### src/rtl/fb64d_pkg.sv
// ----------------------------------------------------------------------------
// fb64d_pkg
// Shared types, constants and the character classifier of the forgiving
// base64 decoder.
// ----------------------------------------------------------------------------
`default_nettype none

package fb64d_pkg;

  // Queue between classifier and decode back end
  localparam int unsigned QueueDepthDefault = 4;

  // Whitespace characters that are skipped
  localparam logic [7:0] CharTab   = 8'h09;
  localparam logic [7:0] CharLf    = 8'h0A;
  localparam logic [7:0] CharFf    = 8'h0C;
  localparam logic [7:0] CharCr    = 8'h0D;
  localparam logic [7:0] CharSpace = 8'h20;

  // Letter value bases
  localparam logic [5:0] BaseLower = 6'd26;
  localparam logic [5:0] BaseDigit = 6'd52;
  localparam logic [5:0] ValPlus   = 6'd62;
  localparam logic [5:0] ValSlash  = 6'd63;

  // Kind of one input character
  typedef enum logic [1:0] {
    KIND_DATA  = 2'd0,
    KIND_SPACE = 2'd1,
    KIND_PAD   = 2'd2,
    KIND_BAD   = 2'd3
  } char_kind_e;

  // Classified word passed from front to back
  typedef struct packed {
    char_kind_e kind;
    logic [5:0] value;
    logic       last;
  } item_t;

  // Map a raw byte to its kind and 6-bit letter value
  function automatic item_t classify(input logic [7:0] c, input logic last);
    item_t      it;
    logic [7:0] off;
    it.kind  = KIND_BAD;
    it.value = 6'd0;
    it.last  = last;
    off      = 8'd0;
    if (c >= 8'h41 && c <= 8'h5A) begin
      off      = c - 8'h41;
      it.kind  = KIND_DATA;
      it.value = off[5:0];
    end else if (c >= 8'h61 && c <= 8'h7A) begin
      off      = c - 8'h61;
      it.kind  = KIND_DATA;
      it.value = off[5:0] + BaseLower;
    end else if (c >= 8'h30 && c <= 8'h39) begin
      off      = c - 8'h30;
      it.kind  = KIND_DATA;
      it.value = off[5:0] + BaseDigit;
    end else if (c == 8'h2B) begin
      it.kind  = KIND_DATA;
      it.value = ValPlus;
    end else if (c == 8'h2F) begin
      it.kind  = KIND_DATA;
      it.value = ValSlash;
    end else if (c == CharTab || c == CharLf || c == CharFf || c == CharCr ||
                 c == CharSpace) begin
      it.kind  = KIND_SPACE;
    end else if (c == 8'h3D) begin
      it.kind  = KIND_PAD;
    end
    return it;
  endfunction

endpackage

`default_nettype wire

### src/rtl/fb64d_front.sv
// ----------------------------------------------------------------------------
// fb64d_front
// Accepts character words and classifies them into kind and letter value.
// ----------------------------------------------------------------------------
`default_nettype none

module fb64d_front
  import fb64d_pkg::*;
(
  input  wire logic  s_axis_tvalid,
  output logic       s_axis_tready,
  input  wire logic [7:0] s_axis_tdata,  // [7:0] in_char
  input  wire logic  s_axis_tlast,       // last
  output logic       push_o,
  output item_t      item_o,
  input  wire logic  full_i
);

  // Accept whenever the queue has room
  assign s_axis_tready = !full_i;
  assign push_o        = s_axis_tvalid && !full_i;

  // Character classification
  always_comb begin
    item_o = classify(s_axis_tdata, s_axis_tlast);
  end

endmodule

`default_nettype wire

### src/rtl/fb64d_queue.sv
// ----------------------------------------------------------------------------
// fb64d_queue
// Small FIFO of classified words between front and back.
// ----------------------------------------------------------------------------
`default_nettype none

module fb64d_queue
  import fb64d_pkg::*;
#(
  parameter int unsigned Depth = QueueDepthDefault
) (
  input  wire logic  clk_i,
  input  wire logic  rst_ni,
  input  wire logic  push_i,
  input  wire item_t item_i,
  output logic       full_o,
  output logic       valid_o,
  output item_t      item_o,
  input  wire logic  pop_i
);

  localparam int unsigned PtrW = (Depth > 1) ? $clog2(Depth) : 1;
  localparam int unsigned CntW = $clog2(Depth + 1);
  localparam logic [PtrW-1:0] LastPtr = PtrW'(Depth - 1);
  localparam logic [CntW-1:0] DepthCnt = CntW'(Depth);

  item_t           mem_q [Depth];
  logic [PtrW-1:0] wr_ptr_q, wr_ptr_d;
  logic [PtrW-1:0] rd_ptr_q, rd_ptr_d;
  logic [CntW-1:0] count_q, count_d;
  logic            do_pop;

  assign full_o  = (count_q == DepthCnt);
  assign valid_o = (count_q != '0);
  assign item_o  = mem_q[rd_ptr_q];
  assign do_pop  = pop_i && valid_o;

  // Pointer and fill count update
  always_comb begin
    wr_ptr_d = wr_ptr_q;
    rd_ptr_d = rd_ptr_q;
    count_d  = count_q;
    if (push_i) begin
      wr_ptr_d = (wr_ptr_q == LastPtr) ? '0 : wr_ptr_q + 1'b1;
    end
    if (do_pop) begin
      rd_ptr_d = (rd_ptr_q == LastPtr) ? '0 : rd_ptr_q + 1'b1;
    end
    case ({push_i, do_pop})
      2'b10:   count_d = count_q + 1'b1;
      2'b01:   count_d = count_q - 1'b1;
      default: count_d = count_q;
    endcase
  end

  always_ff @(posedge clk_i or negedge rst_ni) begin
    if (!rst_ni) begin
      wr_ptr_q <= '0;
      rd_ptr_q <= '0;
      count_q  <= '0;
    end else begin
      wr_ptr_q <= wr_ptr_d;
      rd_ptr_q <= rd_ptr_d;
      count_q  <= count_d;
    end
  end

  // Storage, no reset on payload
  always_ff @(posedge clk_i) begin
    if (push_i) begin
      mem_q[wr_ptr_q] <= item_i;
    end
  end

endmodule

`default_nettype wire

### src/rtl/fb64d_back.sv
// ----------------------------------------------------------------------------
// fb64d_back
// Decode back end: bit packing, pad and length checks, output register.
// ----------------------------------------------------------------------------
`default_nettype none

module fb64d_back
  import fb64d_pkg::*;
(
  input  wire logic  clk_i,
  input  wire logic  rst_ni,
  input  wire logic  item_valid_i,
  input  wire item_t item_i,
  output logic       pop_o,
  output logic       m_axis_tvalid,
  input  wire logic  m_axis_tready,
  output logic [7:0] m_axis_tdata,   // [7:0] data_byte
  output logic [1:0] m_axis_tuser,   // [0] byte_valid, [1] error
  output logic       m_axis_tlast    // message_end
);

  logic [5:0]  bits_q, bits_d;
  logic [2:0]  cnt_q, cnt_d;
  logic [1:0]  phase_q, phase_d;
  logic [1:0]  pad_q, pad_d;
  logic        failed_q, failed_d;

  logic        out_valid_q;
  logic [7:0]  out_byte_q;
  logic [1:0]  out_user_q;
  logic        out_last_q;

  logic        pop;
  logic        have_byte;
  logic [7:0]  byte_val;
  logic        err;
  logic        res;
  logic [11:0] comb;
  logic [11:0] shifted;
  logic [2:0]  ncnt;
  logic [1:0]  len_sum;

  // Advance when the output register is free or being drained
  assign pop   = item_valid_i && (!out_valid_q || m_axis_tready);
  assign pop_o = pop;

  // State update for one classified word
  always_comb begin
    bits_d    = bits_q;
    cnt_d     = cnt_q;
    phase_d   = phase_q;
    pad_d     = pad_q;
    failed_d  = failed_q;
    have_byte = 1'b0;
    byte_val  = 8'd0;
    comb      = {bits_q, item_i.value};
    ncnt      = cnt_q - 3'd2;
    shifted   = comb >> ncnt;
    unique case (item_i.kind)
      KIND_DATA: begin
        failed_d = failed_q || (pad_q != 2'd0);
        phase_d  = phase_q + 2'd1;
        if (cnt_q >= 3'd2) begin
          byte_val  = shifted[7:0];
          bits_d    = comb[5:0] & ~(6'h3F << ncnt);
          cnt_d     = ncnt;
          have_byte = !failed_d;
        end else begin
          bits_d = comb[5:0];
          cnt_d  = cnt_q + 3'd6;
        end
      end
      KIND_PAD: begin
        if (pad_q != 2'd3) begin
          pad_d = pad_q + 2'd1;
        end
      end
      KIND_BAD: begin
        failed_d = 1'b1;
      end
      KIND_SPACE: begin
      end
      default: begin
      end
    endcase

    // End-of-message validity
    len_sum = phase_d + pad_d;
    err = failed_d || (pad_d == 2'd3) || ((pad_d != 2'd0) && (len_sum != 2'd0)) ||
          (phase_d == 2'd1);
    res = have_byte || item_i.last;

    // Message end clears everything
    if (item_i.last) begin
      bits_d   = '0;
      cnt_d    = '0;
      phase_d  = '0;
      pad_d    = '0;
      failed_d = 1'b0;
    end
  end

  // Decoder state
  always_ff @(posedge clk_i or negedge rst_ni) begin
    if (!rst_ni) begin
      bits_q   <= '0;
      cnt_q    <= '0;
      phase_q  <= '0;
      pad_q    <= '0;
      failed_q <= 1'b0;
    end else if (pop) begin
      bits_q   <= bits_d;
      cnt_q    <= cnt_d;
      phase_q  <= phase_d;
      pad_q    <= pad_d;
      failed_q <= failed_d;
    end
  end

  // Output register valid
  always_ff @(posedge clk_i or negedge rst_ni) begin
    if (!rst_ni) begin
      out_valid_q <= 1'b0;
    end else if (pop && res) begin
      out_valid_q <= 1'b1;
    end else if (m_axis_tready) begin
      out_valid_q <= 1'b0;
    end
  end

  // Output register payload
  always_ff @(posedge clk_i) begin
    if (pop && res) begin
      out_byte_q <= have_byte ? byte_val : 8'd0;
      out_user_q <= {err && item_i.last, have_byte};
      out_last_q <= item_i.last;
    end
  end

  assign m_axis_tvalid = out_valid_q;
  assign m_axis_tdata  = out_byte_q;
  assign m_axis_tuser  = out_user_q;
  assign m_axis_tlast  = out_last_q;

  // Error is only flagged on a message end
  assert property (@(posedge clk_i) disable iff (!rst_ni)
    out_valid_q && out_user_q[1] |-> out_last_q)
    else $error("error flag without message end");

  // Leftover bit count stays even
  assert property (@(posedge clk_i) disable iff (!rst_ni)
    !cnt_q[0])
    else $error("odd leftover bit count");

  // Message end clears the decoder state
  assert property (@(posedge clk_i) disable iff (!rst_ni)
    pop && item_i.last |=> (phase_q == 2'd0) && (pad_q == 2'd0) && !failed_q &&
                           (cnt_q == 3'd0))
    else $error("state not cleared after message end");

  // No byte goes out once the message has failed
  assert property (@(posedge clk_i) disable iff (!rst_ni)
    pop && have_byte |-> !failed_d)
    else $error("byte emitted on failed message");

endmodule

`default_nettype wire

### src/rtl/forgiving_base64_decoder_top.sv
// ----------------------------------------------------------------------------
// forgiving_base64_decoder_top
// Streaming forgiving base64 decoder with whitespace skipping and checks.
// ----------------------------------------------------------------------------
// One character word is taken per clock cycle while the queue is not full.
// The front classifies each character and drops it into a small queue
// (QueueDepth words); the back end updates the bit packer and the pad/length
// checks for each character and writes any result into an output register,
// so the sustained rate is one character per cycle while the output is not
// stalled. A result passes through the queue and the output register before
// it is offered. A result carries a decoded byte, a message end mark, or
// both; error is valid only with the end mark and then tells the consumer
// to drop the bytes of that message.
`default_nettype none

module forgiving_base64_decoder_top
  import fb64d_pkg::*;
#(
  parameter int unsigned QueueDepth = QueueDepthDefault
) (
  input  wire logic       clk_i,
  input  wire logic       rst_ni,
  input  wire logic       s_axis_tvalid,
  output logic            s_axis_tready,
  input  wire logic [7:0] s_axis_tdata,   // [7:0] in_char
  input  wire logic       s_axis_tlast,   // last
  output logic            m_axis_tvalid,
  input  wire logic       m_axis_tready,
  output logic [7:0]      m_axis_tdata,   // [7:0] data_byte
  output logic [1:0]      m_axis_tuser,   // [0] byte_valid, [1] error
  output logic            m_axis_tlast    // message_end
);

  logic  push;
  logic  full;
  logic  q_valid;
  logic  pop;
  item_t front_item;
  item_t q_item;

  fb64d_front u_front (
    .s_axis_tvalid (s_axis_tvalid),
    .s_axis_tready (s_axis_tready),
    .s_axis_tdata  (s_axis_tdata),
    .s_axis_tlast  (s_axis_tlast),
    .push_o        (push),
    .item_o        (front_item),
    .full_i        (full)
  );

  fb64d_queue #(
    .Depth (QueueDepth)
  ) u_queue (
    .clk_i   (clk_i),
    .rst_ni  (rst_ni),
    .push_i  (push),
    .item_i  (front_item),
    .full_o  (full),
    .valid_o (q_valid),
    .item_o  (q_item),
    .pop_i   (pop)
  );

  fb64d_back u_back (
    .clk_i         (clk_i),
    .rst_ni        (rst_ni),
    .item_valid_i  (q_valid),
    .item_i        (q_item),
    .pop_o         (pop),
    .m_axis_tvalid (m_axis_tvalid),
    .m_axis_tready (m_axis_tready),
    .m_axis_tdata  (m_axis_tdata),
    .m_axis_tuser  (m_axis_tuser),
    .m_axis_tlast  (m_axis_tlast)
  );

endmodule

`default_nettype wire
### config.mk
export PLATFORM = sky130hd
export DESIGN_NAME = forgiving_base64_decoder_top
export DESIGN_NICKNAME = d
export VERILOG_FILES = /design/src/rtl/fb64d_pkg.sv /design/src/rtl/fb64d_front.sv /design/src/rtl/fb64d_queue.sv /design/src/rtl/fb64d_back.sv /design/src/rtl/forgiving_base64_decoder_top.sv
export SDC_FILE = /design/constraint.sdc
export NUM_CORES = 1
export LEC_CHECK = 0
export BUFFER_PORTS_ARGS = -buffer_cell sky130_fd_sc_hd__buf_2
export CORE_UTILIZATION = 35
export CTS_CLUSTER_DIAMETER = 120
export DETAILED_ROUTE_END_ITERATION = 7
export GPL_ROUTABILITY_DRIVEN = 0
export HOLD_SLACK_MARGIN = 0.05
export SLEW_MARGIN = 30
export SYNTH_ARGS = -nofsm -noshare
export SYNTH_HDL_FRONTEND = slang
export SYNTH_HIERARCHICAL = 1
export SYNTH_SLANG_ARGS = --single-unit
### constraint.sdc
create_clock -name clk_i -period 2.75 [get_ports clk_i]
set_input_delay 0.1375 -clock clk_i [delete_from_list [all_inputs] [get_ports clk_i]]
set_output_delay 0.1375 -clock clk_i [all_outputs]
set_load 0.01 [all_outputs]
Yosys cells after proc, flatten, opt, wreduce, memory -nomap -nowiden
Memory sizes are Yosys's and may differ from the RTL's.
Index checks and enable logic that the tools add are counted.
{"block": "totals", "output_inout_bits": 13, "n_memories": 1, "mem_bits_rw": 36, "inputBits": 13, "regBits": 33}
{"name": "u_queue.mem_q", "words": 4, "word_bits": 9, "rd": 1, "rd_clocked_by_memory_dff": 0, "wr": 1, "line": "fb64d_queue.sv:27", "rtl": "item_t mem_q [Depth];"}
{"block": "op_classes", "order_cmp": 7, "eq_ne": 18, "mux": 30, "shifts": 2, "add_sub_neg": 14, "n_reduce_logical": 32, "bitwise": 2}
{"operator": "8-bit by 4-bit equality test with 1-bit output (second input constant)", "count": 4}
{"operator": "8-bit by 6-bit equality test with 1-bit output (second input constant)", "count": 4}
{"operator": "8-bit two-way mux", "count": 4}
{"operator": "6-bit two-way mux", "count": 4}
{"operator": "2-bit two-way mux", "count": 9}
{"operator": "8-bit by 7-bit greater-or-equal comparator with 1-bit output (second input constant)", "count": 2}
{"operator": "8-bit by 7-bit <= comparator with 1-bit output (second input constant)", "count": 2}
{"operator": "2-bit equality test (second input constant)", "count": 6}
{"operator": "2-bit nonzero test", "count": 6}
{"operator": "12-bit by 3-bit right shift with 8-bit output", "count": 1}
{"operator": "6-bit subtractor (second input constant)", "count": 2}
{"operator": "1-bit logical OR", "count": 10}
{"operator": "1-bit logical AND", "count": 9}
{"operator": "3-bit two-way mux", "count": 3}
{"operator": "2-bit by 1-bit adder with 2-bit output (second input constant)", "count": 4}
{"operator": "8-bit by 6-bit greater-or-equal comparator with 1-bit output (second input constant)", "count": 1}
{"operator": "8-bit by 6-bit <= comparator with 1-bit output (second input constant)", "count": 1}
{"operator": "1-bit two-way mux", "count": 8}
{"operator": "6-bit by 5-bit adder with 6-bit output (second input constant)", "count": 1}
{"operator": "6-bit adder (second input constant)", "count": 1}
{"operator": "6-bit AND", "count": 1}
{"operator": "6-bit NOT", "count": 1}
{"operator": "3-bit case mux with 2 select lines", "count": 1}
{"operator": "6-bit by 3-bit left shift with 6-bit output (first input constant)", "count": 1}
{"operator": "other kinds (16)", "count": 19}

Depth between registers and ports, before layout
Gate-level depths: netlist of the first run.
{"block": "depth", "ltp_word": 11, "mapped_depth": 12, "mapped_depth_nobuf": 11}

Modules after synthesis
The synthesis of the first run kept the hierarchy.
{"module": "fb64d_queue", "seq_area_each_um2": 1256.2, "cells_each": 87, "area_per_inst_um2": 1740.4, "instances": 1}
{"module": "fb64d_back", "seq_area_each_um2": 680.7, "cells_each": 133, "area_per_inst_um2": 1423.9, "instances": 1}
{"module": "fb64d_front", "seq_area_each_um2": 0.0, "cells_each": 90, "area_per_inst_um2": 630.6, "instances": 1}

Worst setup path after synthesis of the first run
Ideal clock, no wire load.
{"block": "synth_path", "kind": "register to register", "startpoint": "register u_queue.rd_ptr_q[0]", "endpoint": "register u_back.out_user_q[1] (netlist: u_back/m_axis_tuser[1]) (data pin)", "t_required_ps": 2605, "slack_ps": -36, "path_stages_with_launch": 13, "arrival_time_ps": 2641, "path_cell_list": "dfrtp_1 > buf_4 > mux4_2 > inv_1 > ha_1 > buf_2 > xnor2_1 > inv_1 > ha_1 > xnor2_1 > xnor2_1 > mux2_4 > o21ai_1"}
{"element": "from (decl)", "line": "fb64d_queue.sv:29", "rtl": "logic [PtrW-1:0] rd_ptr_q, rd_ptr_d;"}
{"element": "from (signal assigned)", "line": "fb64d_queue.sv:63", "rtl": "rd_ptr_q <= rd_ptr_d;"}
{"element": "to (signal assigned)", "line": "fb64d_back.sv:135", "rtl": "out_user_q <= {err && item_i.last, have_byte};"}
{"element": "to (decl)", "line": "fb64d_back.sv:30", "rtl": "logic [1:0] out_user_q;"}

==> out/results.txt, run 1 <==
By area the synthesized netlist is led by edfxtp_1, dfrtp_1, ha_1. The number of vias per cell after detailed routing came out at 5.03. The number of diodes is 0. The path depth of the worst reg2reg path is 9.

The worst path needs 2.64 ns of the cycle, external delays included. The run gives 2,412 as the number of global-route vias before repair. Pin count of the biggest net entering global routing: 22.

Excluding fillers, the count of instances in the completed layout stands at 487. Setup repair after global routing could not meet its margin everywhere. Once the floorplan was initialized, standard cells occupied 36.4% of the core.

Total count of max-transition violations in the final report: 0. The register bit count reported by yosys works out to 68. The CTS root buffer is clkbuf_8.

The endpoint identified for the worst register-to-register timing path is u_back/m_axis_tuser[1]$_DFFE_PP_. The number of port buffers came out at 25. From left edge to right edge, the die measures 106 um. The worst clock skew on the final layout was 0.00690 ns; the flop-to-flop setup slack was 0.11 ns. The worst register-to-register path begins at u_queue/rd_ptr_q[0]$_DFFE_PN0P_. The via count was 2,451; the final hold slack was 0.173 ns. The post-synthesis cell type count was 57.

Leading register cell type out of synthesis: edfxtp_1. The yosys synthesis warning count is 6. The logs give 0 for the number of nets still failing antenna checks after routing and 0 for the total overflow reported by the global router. Total of fill cells in the finished design: 968.

For this run, the detailed router's first-pass iteration total came to 4. The core footprint was 10,400 um2; the area taken by flip-flops and latches was 1940 um2. The slowest stage of the critical path belongs to the cell mux4_2.

The tightest slew margin relative to the limit was 65.3%; the fmax was 0.378 GHz. Ranked by instance count, the synthesized netlist is headed by edfxtp_1, nand2_1, ha_1. Power spread over the standard cell area amounts to 1040 nW/um2. The critical-path maximum fanout was 5; the peak supply drop was 0.000433 V. After clock tree synthesis, the clock-pin slew on the worst setup and hold paths is 0.07 ns. The logs give 9 for the clock buffer count from CTS and 1730 um2 for the footprint of the multi-input gates.

Counting flops with a built-in enable in the synthesized netlist gives 47. The number of antenna violations at the first check in global routing came out at 0. The die is 106 um tall. The tools report the number of buffers between clock root and the deepest sink as 2.

The tools report the die area as 11,300 um2. The endpoint kind of the worst setup timing path is a register. The CTS sink count was 68.

The cell area that synthesis handed to floorplanning was 3790 um2. The wire length after detailed routing came out at 6770 um. The tools report the first-pass GRT wire length as 11,600 um. TritonCTS built the clock tree. Once detailed placement completed, the half-perimeter wirelength came to 4970 um. Max-cap violations in this run came to 0. The number of instances in the placed design was 467; the largest stage delay on the critical path was 0.57 ns.

Dividing the final minimum period by the clock period gives 96.2%. For the static leakage, the log shows 1.75 nW. Number of top-level design ports: 26. After the first detailed-routing iteration, the DRC count stood at 124. The count of final setup violators was 0. After the last flow step, the layout net total stands at 383. Source-to-sink clock delay at the later pin of the worst-skew pair: 0.33 ns. The worst hold path endpoint was u_back/m_axis_tvalid$_DFFE_PN0P_. Data on the critical path arrives at its endpoint at 2.84 ns. Along the worst hold path, the cell count comes to 3. The critical path in this run is classified as register to register. The depth of the CTS H-tree was 3.

The share of the Yosys chip area taken by registers is 51.0%. The floorplan has 37 rows. The total DRC errors in the routed layout was 0. Counting every instance in the synthesized netlist gives 310. The nature of the critical path startpoint was a register. The cell type with the largest total area after synthesis was edfxtp_1. The proportion of register bits with asynchronous set or reset after synthesis works out to 30.9%. The post-route netlist has 24.5% of its cells at a drive strength greater than 1. The fraction of synthesized cell area taken by the top area cell type was 37.2%. Synthesis produced a netlist with a net count of 347. The beginning of the worst hold path is m_axis_tready.

Compared with the post-synthesis result, the final layout area differs by 15.0%. Worst path required time: 2.94 ns. The final hold violation count came out at 0. The flow ran to the end, and the final reports show no timing, DRC or antenna violations. The most frequent cell after synthesis was edfxtp_1. The actual transition at the worst max-transition pin was 0.521 ns.

Walking the worst path, the cells encountered are mux4_2, ha_4, or2_4, o21a_1, ha_2, xnor2_2, xnor2_1, mux2_4, o21ai_2. Class of the tightest hold or removal check: input pin to register. Each instance of the synthesized netlist takes up on average 12.2 um2. In the final routed layout, each cell accounts on average for 13.9 um. In the global route stage, overall resource usage came out at 13.3%.
## critical path: cells and delay by family (launching register included)
kind	cells	cell delay, ns
adders and majority gates	2	0.40
xor gates and xnor gates	2	0.34
AOI/OAI and AO/OA	2	0.22
muxes	2	0.89
DFF	1	0.41
and+or+nand+nor	1	0.23
## worst max-delay path by stage
| stage | slack (ns) | to | depth (start not counted) | startpoint |
|---|---|---|---|---|
| after floorplan | 0.03 | u_back/m_axis_tuser[1]$_DFFE_PP_ | 12 | u_queue/rd_ptr_q[0]$_DFFE_PN0P_ |
| after global placement | 0.03 | u_back/m_axis_tuser[1]$_DFFE_PP_ | 9 | u_queue/rd_ptr_q[0]$_DFFE_PN0P_ |
| after detailed placement | -0.03 | u_back/m_axis_tuser[1]$_DFFE_PP_ | 9 | u_queue/rd_ptr_q[0]$_DFFE_PN0P_ |
| after CTS | 0.01 | u_back/m_axis_tuser[1]$_DFFE_PP_ | 9 | u_queue/rd_ptr_q[0]$_DFFE_PN0P_ |
| after global routing | -0.006 | u_back/m_axis_tuser[1]$_DFFE_PP_ | 9 | u_queue/rd_ptr_q[0]$_DFFE_PN0P_ |
| final | 0.11 | u_back/m_axis_tuser[1]$_DFFE_PP_ | 9 | u_queue/rd_ptr_q[0]$_DFFE_PN0P_ |
## through the flow
step                      TNS (ns)  setup slack [ns]  utilization [%]  instance area [um2]  total power (W)
final                            0             0.105             41.9                 4360          0.00452
after global routing      -0.00555          -0.00555             41.9                 4360          0.00488
after CTS                        0            0.0146             41.4                 4310          0.00448
after detailed placement   -0.0342           -0.0342             39.1                 4080          0.00358
after global placement           0            0.0338             39.1                 4080          0.00353
after floorplan                  0            0.0292                -                 3800          0.00311
## per-layer routing
metal	track usage (%)	share of wire, %	vias up
li1	-	-	1218
met1	16.2	45	1177
met2	22.8	50	46
met3	2.76	3.4	10
met4	5.75	1.9	0
met5	0	0	-
## sequential cells by signal (all words and copies together) (netlist names)
signal                cells
u_back/cnt_q              2
u_back/pad_q              2
u_back/phase_q            2
u_queue/mem_q            36
u_back/failed_q           1
u_back/m_axis_tdata       8
u_back/m_axis_tvalid      1
u_queue/count_q           3
u_back/m_axis_tlast       1
u_queue/rd_ptr_q          2
u_back/bits_q             6
u_queue/wr_ptr_q          2
u_back/m_axis_tuser       2
## layout by cell type, fill, tap and decap left out, types with 6 or more instances in the layout
| cell | instances |
|---|---|
| edfxtp_1 | 47 |
| buf_4 | 11 |
| nor3_1 | 7 |
| and3_1 | 7 |
| nor2_1 | 20 |
| and2_1 | 6 |
| mux4_2 | 12 |
| buf_2 | 25 |
| dfrtp_1 | 20 |
| ha_1 | 21 |
| o21ai_0 | 15 |
| a21oi_1 | 12 |
| inv_1 | 21 |
| nand2_1 | 26 |
| clkbuf_8 | 9 |
## cells by family (layout without fill, tap and decap cells)
kind of cell / count (synthesis) / in the layout / synth area share, %
fa+ha+maj: 24 / 24 / 8.11
compound gates: 61 / 61 / 11.0
xor+xnor: 8 / 8 / 1.85
flops: 68 / 68 / 51.0
buf+inv: 35 / 76 / 4.32
simple gates: 91 / 91 / 12.8
mux: 23 / 23 / 10.9
## what timing repair did
action | 4_1_cts | 5_1_grt
endpoints found under the hold margin | 25 | 0
buffers inserted | 0 | 2
hold buffers | 2 | 0
gates resized for setup | 2 | 7
pin swaps | 0 | 4
setup endpoints to repair | 1 | 1
## layout make-up
| class | count | area share (%) |
|---|---|---|
| clock buffer | 9 | 2.84 |
| timing repair buffer | 38 | 5.22 |
| inverter | 22 | 1.89 |
| multi-input combinational | 207 | 39.7 |
| clock inverter | 7 | 2.06 |
| tap | 136 | 3.90 |
| sequential | 68 | 44.4 |
## where the power goes
| part | internal [W] | leakage [nW] | switching [W] |
|---|---|---|---|
| Clock | 0.000507 | 0.109 | 0.000364 |
| Combinational | 0.000948 | 0.940 | 0.00106 |
| Sequential | 0.00148 | 0.704 | 0.000165 |
Note: power is estimated with default switching activity, not from simulation.
==> run 2, diff against run 1 <==
- CELL_PAD_IN_SITES_DETAIL_PLACEMENT: not set -> 2
- CELL_PAD_IN_SITES_GLOBAL_PLACEMENT: not set -> 2
- PLACE_DENSITY_LB_ADDON: not set -> 0.1
==> run 2 against run 1 <==
Sequential share of layout area up 0.22 points. Core utilization decreased by 0.20 points. Sequential power about the same. Critical path type unchanged. Via count up 4.4%. Final cell count up 0.62%. Largest cell class unchanged. Critical path depth unchanged.
==> out/results.txt, run 2 (synthesis results as in run 1) <==
TritonCTS built the clock tree. The worst setup path is launched from a register. Cell with the largest stage delay on the worst path: mux4_2. The run gives 17.7% (+4.4 points) as the combined global-route utilization of all metal layers. The y dimension of the die was 106 um (unchanged); the number of instances in the placed design was 471 (+0.86%). The number of nets still failing antenna checks after routing is 0 (unchanged), and the fraction of layout cells with a size suffix above 1 is 25.7% (+1.2 points). The routed length per placed instance is 18.3 um (+32%). The run gives 2.95 ns (about the same) as the worst path required time.

For the number of standard-cell rows in the floorplan, the log shows 37 (unchanged). For the fmax, the log shows 0.376 GHz (-0.52%). CTS root buffer: clkbuf_8. The tightest slew margin relative to the limit came out at 61.6% (-3.7 points). The run gives 1.74 nW (-0.82%) as the static leakage. The run finished with clean final reports. The leading cell type in the layout, fill and taps excluded was edfxtp_1. The actual transition at the worst max-transition pin came out at 0.571 ns (+0.0494 ns). The endpoint kind of the worst setup timing path was a register. The critical-path maximum fanout was 4 (-1). The run gives 0 ns (unchanged) as the final setup TNS. The most numerous cell on the critical path was ha_2. The die area is 11,300 um2 (unchanged), and the number of buffers and inverters on the critical path is 0 (unchanged).

The tools report the total count of max-transition violations in the final report as 0 (unchanged). The logs give 490 (+0.62%) for the filler-free cell count of the finished design and 0 (unchanged) for the final hold violation count. Clock period minus final worst setup slack: 2.66 ns (+0.0137 ns). For the standard cell area after detailed placement, the log shows 4110 um2 (+0.74%). The register bank with the most flops was u_queue/mem_q. The number of buffers between clock root and the deepest sink is 2 (unchanged). Walking the worst path, the cells encountered are mux4_2, ha_2, or2_2, o21a_1, ha_2, xnor2_2, xnor2_1, mux2_4, o21ai_1. The critical path arrival is 2.86 ns (+0.02 ns), and the initial standard-cell utilization of the core is 36.4% (unchanged). In the layout the commonest cells are edfxtp_1, nand2_1, buf_2.

The count of maximum capacitance violations was 0 (unchanged). The logs give 75 (-40%) for the number of DRC markers in iteration 0 and 2,826 (+17%) for the number of global-route vias before repair. The run gives 3 (unchanged) as the depth of the CTS H-tree. The power density normalized to cell area was 1040 nW/um2 (+0.22%); the area added between synthesis and finish was 14.4%.

The chip width was 106 um (unchanged). The cell family contributing the most delay on the critical path is multiplexers. The flip-flop count of the largest register after layout was 36 (unchanged); the number of antenna violations at the first check in global routing was 0 (unchanged). The count of final setup violators was 0 (unchanged).

The largest stage delay on the critical path is 0.53 ns (-0.04 ns), and the post-route standard cell area excluding fillers is 4340 um2 (-0.49%). The half-perimeter wire length of the detailed placement result is 6930 um (+39%), and the clock edge transition at the registers on the reported setup and hold paths is 0.08 ns (about the same). The tools report the worst clock skew on the final layout as 0.0128 ns (+0.00592 ns). The number of top-level design ports came out at 26 (unchanged). The total DRC errors in the routed layout was 0 (unchanged).

The via count was 2,559 (+4.4%); the clock buffer count from CTS was 9 (unchanged). The core footprint was 10,400 um2 (unchanged). The first-pass GRT wire length was 15,000 um (+29%); the number of vias per cell after detailed routing was 5.22 (+3.8%).

The logs give 22 (unchanged) for the pin count of the biggest net entering global routing and 0 (unchanged) for the total overflow reported by the global router. The CTS sink count was 68 (unchanged); the first-pass iteration count of the detailed router was 4 (unchanged). The logs give 41.7% (-0.20 points) for the post-layout utilization of the core and 0.000415 V (-4.1%) for the peak supply drop. The class of the most critical setup path was register to register. The wire length after detailed routing was 8990 um (+33%); the number of diodes was 0 (unchanged). Final cycle utilization of the critical path: 96.7% (+0.50 points). The path class of the tightest hold or removal check is input pin to register.

Source-to-sink clock delay at the later pin of the worst-skew pair: 0.34 ns (about the same). The number of port buffers is 25 (unchanged). The number of nets in the final layout came out at 386 (+0.78%).
run 2: cell types whose count changed in the layout (fill, tap and decap cells not counted), sizes merged:
cell,delta
clkinvlp,+2
inv,+1
bufinv,-2
clkinv,-1
buf,+3
run 2: area by class of cell:
cell class	count	area [um2]
Fill cell	1092	6070
Sequential cell	68	1940
Multi-Input combinational cell	207	1730
Timing Repair Buffer	41	250
Tap cell	136	170
Clock buffer	9	124
Inverter	22	82.6
Clock inverter	7	50.0
run 2: metrics by stage:
stage / hold WS (ns) / setup slack [ns] / total power, W
after detailed placement: 0.171 / -0.0380 / 0.00374
after global routing: 0.165 / -0.00770 / 0.00485
final: 0.177 / 0.0913 / 0.00451
after floorplan: -0.158 / 0.0292 / 0.00311
after CTS: 0.156 / 0.00204 / 0.00452
after global placement: 0.177 / 0.0814 / 0.00364
run 2: worst paths after layout:
kind                                                 start                          endpoint  slack [ns]  cells past startpoint
max                        u_queue/rd_ptr_q[0]$_DFFE_PN0P_  u_back/m_axis_tuser[1]$_DFFE_PP_        0.09                      9
min                                          m_axis_tready  u_back/m_axis_tvalid$_DFFE_PN0P_        0.18                      3
min in group asynchronous                           rst_ni      u_back/bits_q[4]$_DFFE_PN0P_        0.31                      2
min reg2reg                 u_queue/count_q[2]$_DFFE_PN0P_    u_queue/count_q[2]$_DFFE_PN0P_        0.50                      1
max reg2reg                u_queue/rd_ptr_q[0]$_DFFE_PN0P_  u_back/m_axis_tuser[1]$_DFFE_PP_        0.09                      9
max in group asynchronous                           rst_ni   u_queue/rd_ptr_q[0]$_DFFE_PN0P_        2.05                      2
run 2: routing by layer:
metal	vias up	track usage (%)	routed length [um]
met5	-	0	0
met2	28	32.7	4820
met4	0	4.17	66
met3	8	3.86	197
met1	1302	20.6	3900
li1	1221	-	-
run 2: power breakdown:
group	switching [W]	internal, W	total, W
combinational	0.00113	0.000975	0.00211
clock	0.000409	0.000330	0.000739
sequential	0.000184	0.00148	0.00166
total	0.00172	0.00278	0.00451
run 2: worst reg2reg max path, cell delays in order (launching register included):
cell     delay, ns
dfrtp_2       0.40
mux4_2        0.53
ha_2          0.21
or2_2         0.29
o21a_1        0.13
ha_2          0.19
xnor2_2       0.13
xnor2_1       0.20
mux2_4        0.31
o21ai_1       0.12
run 2: repair_timing:
item,CTS,global route
hold buffers,2,0
endpoints found under the hold margin,25,0
buffers inserted,1,0
gates resized for setup,1,8
endpoints found under the setup margin,1,1
pin swaps,0,1
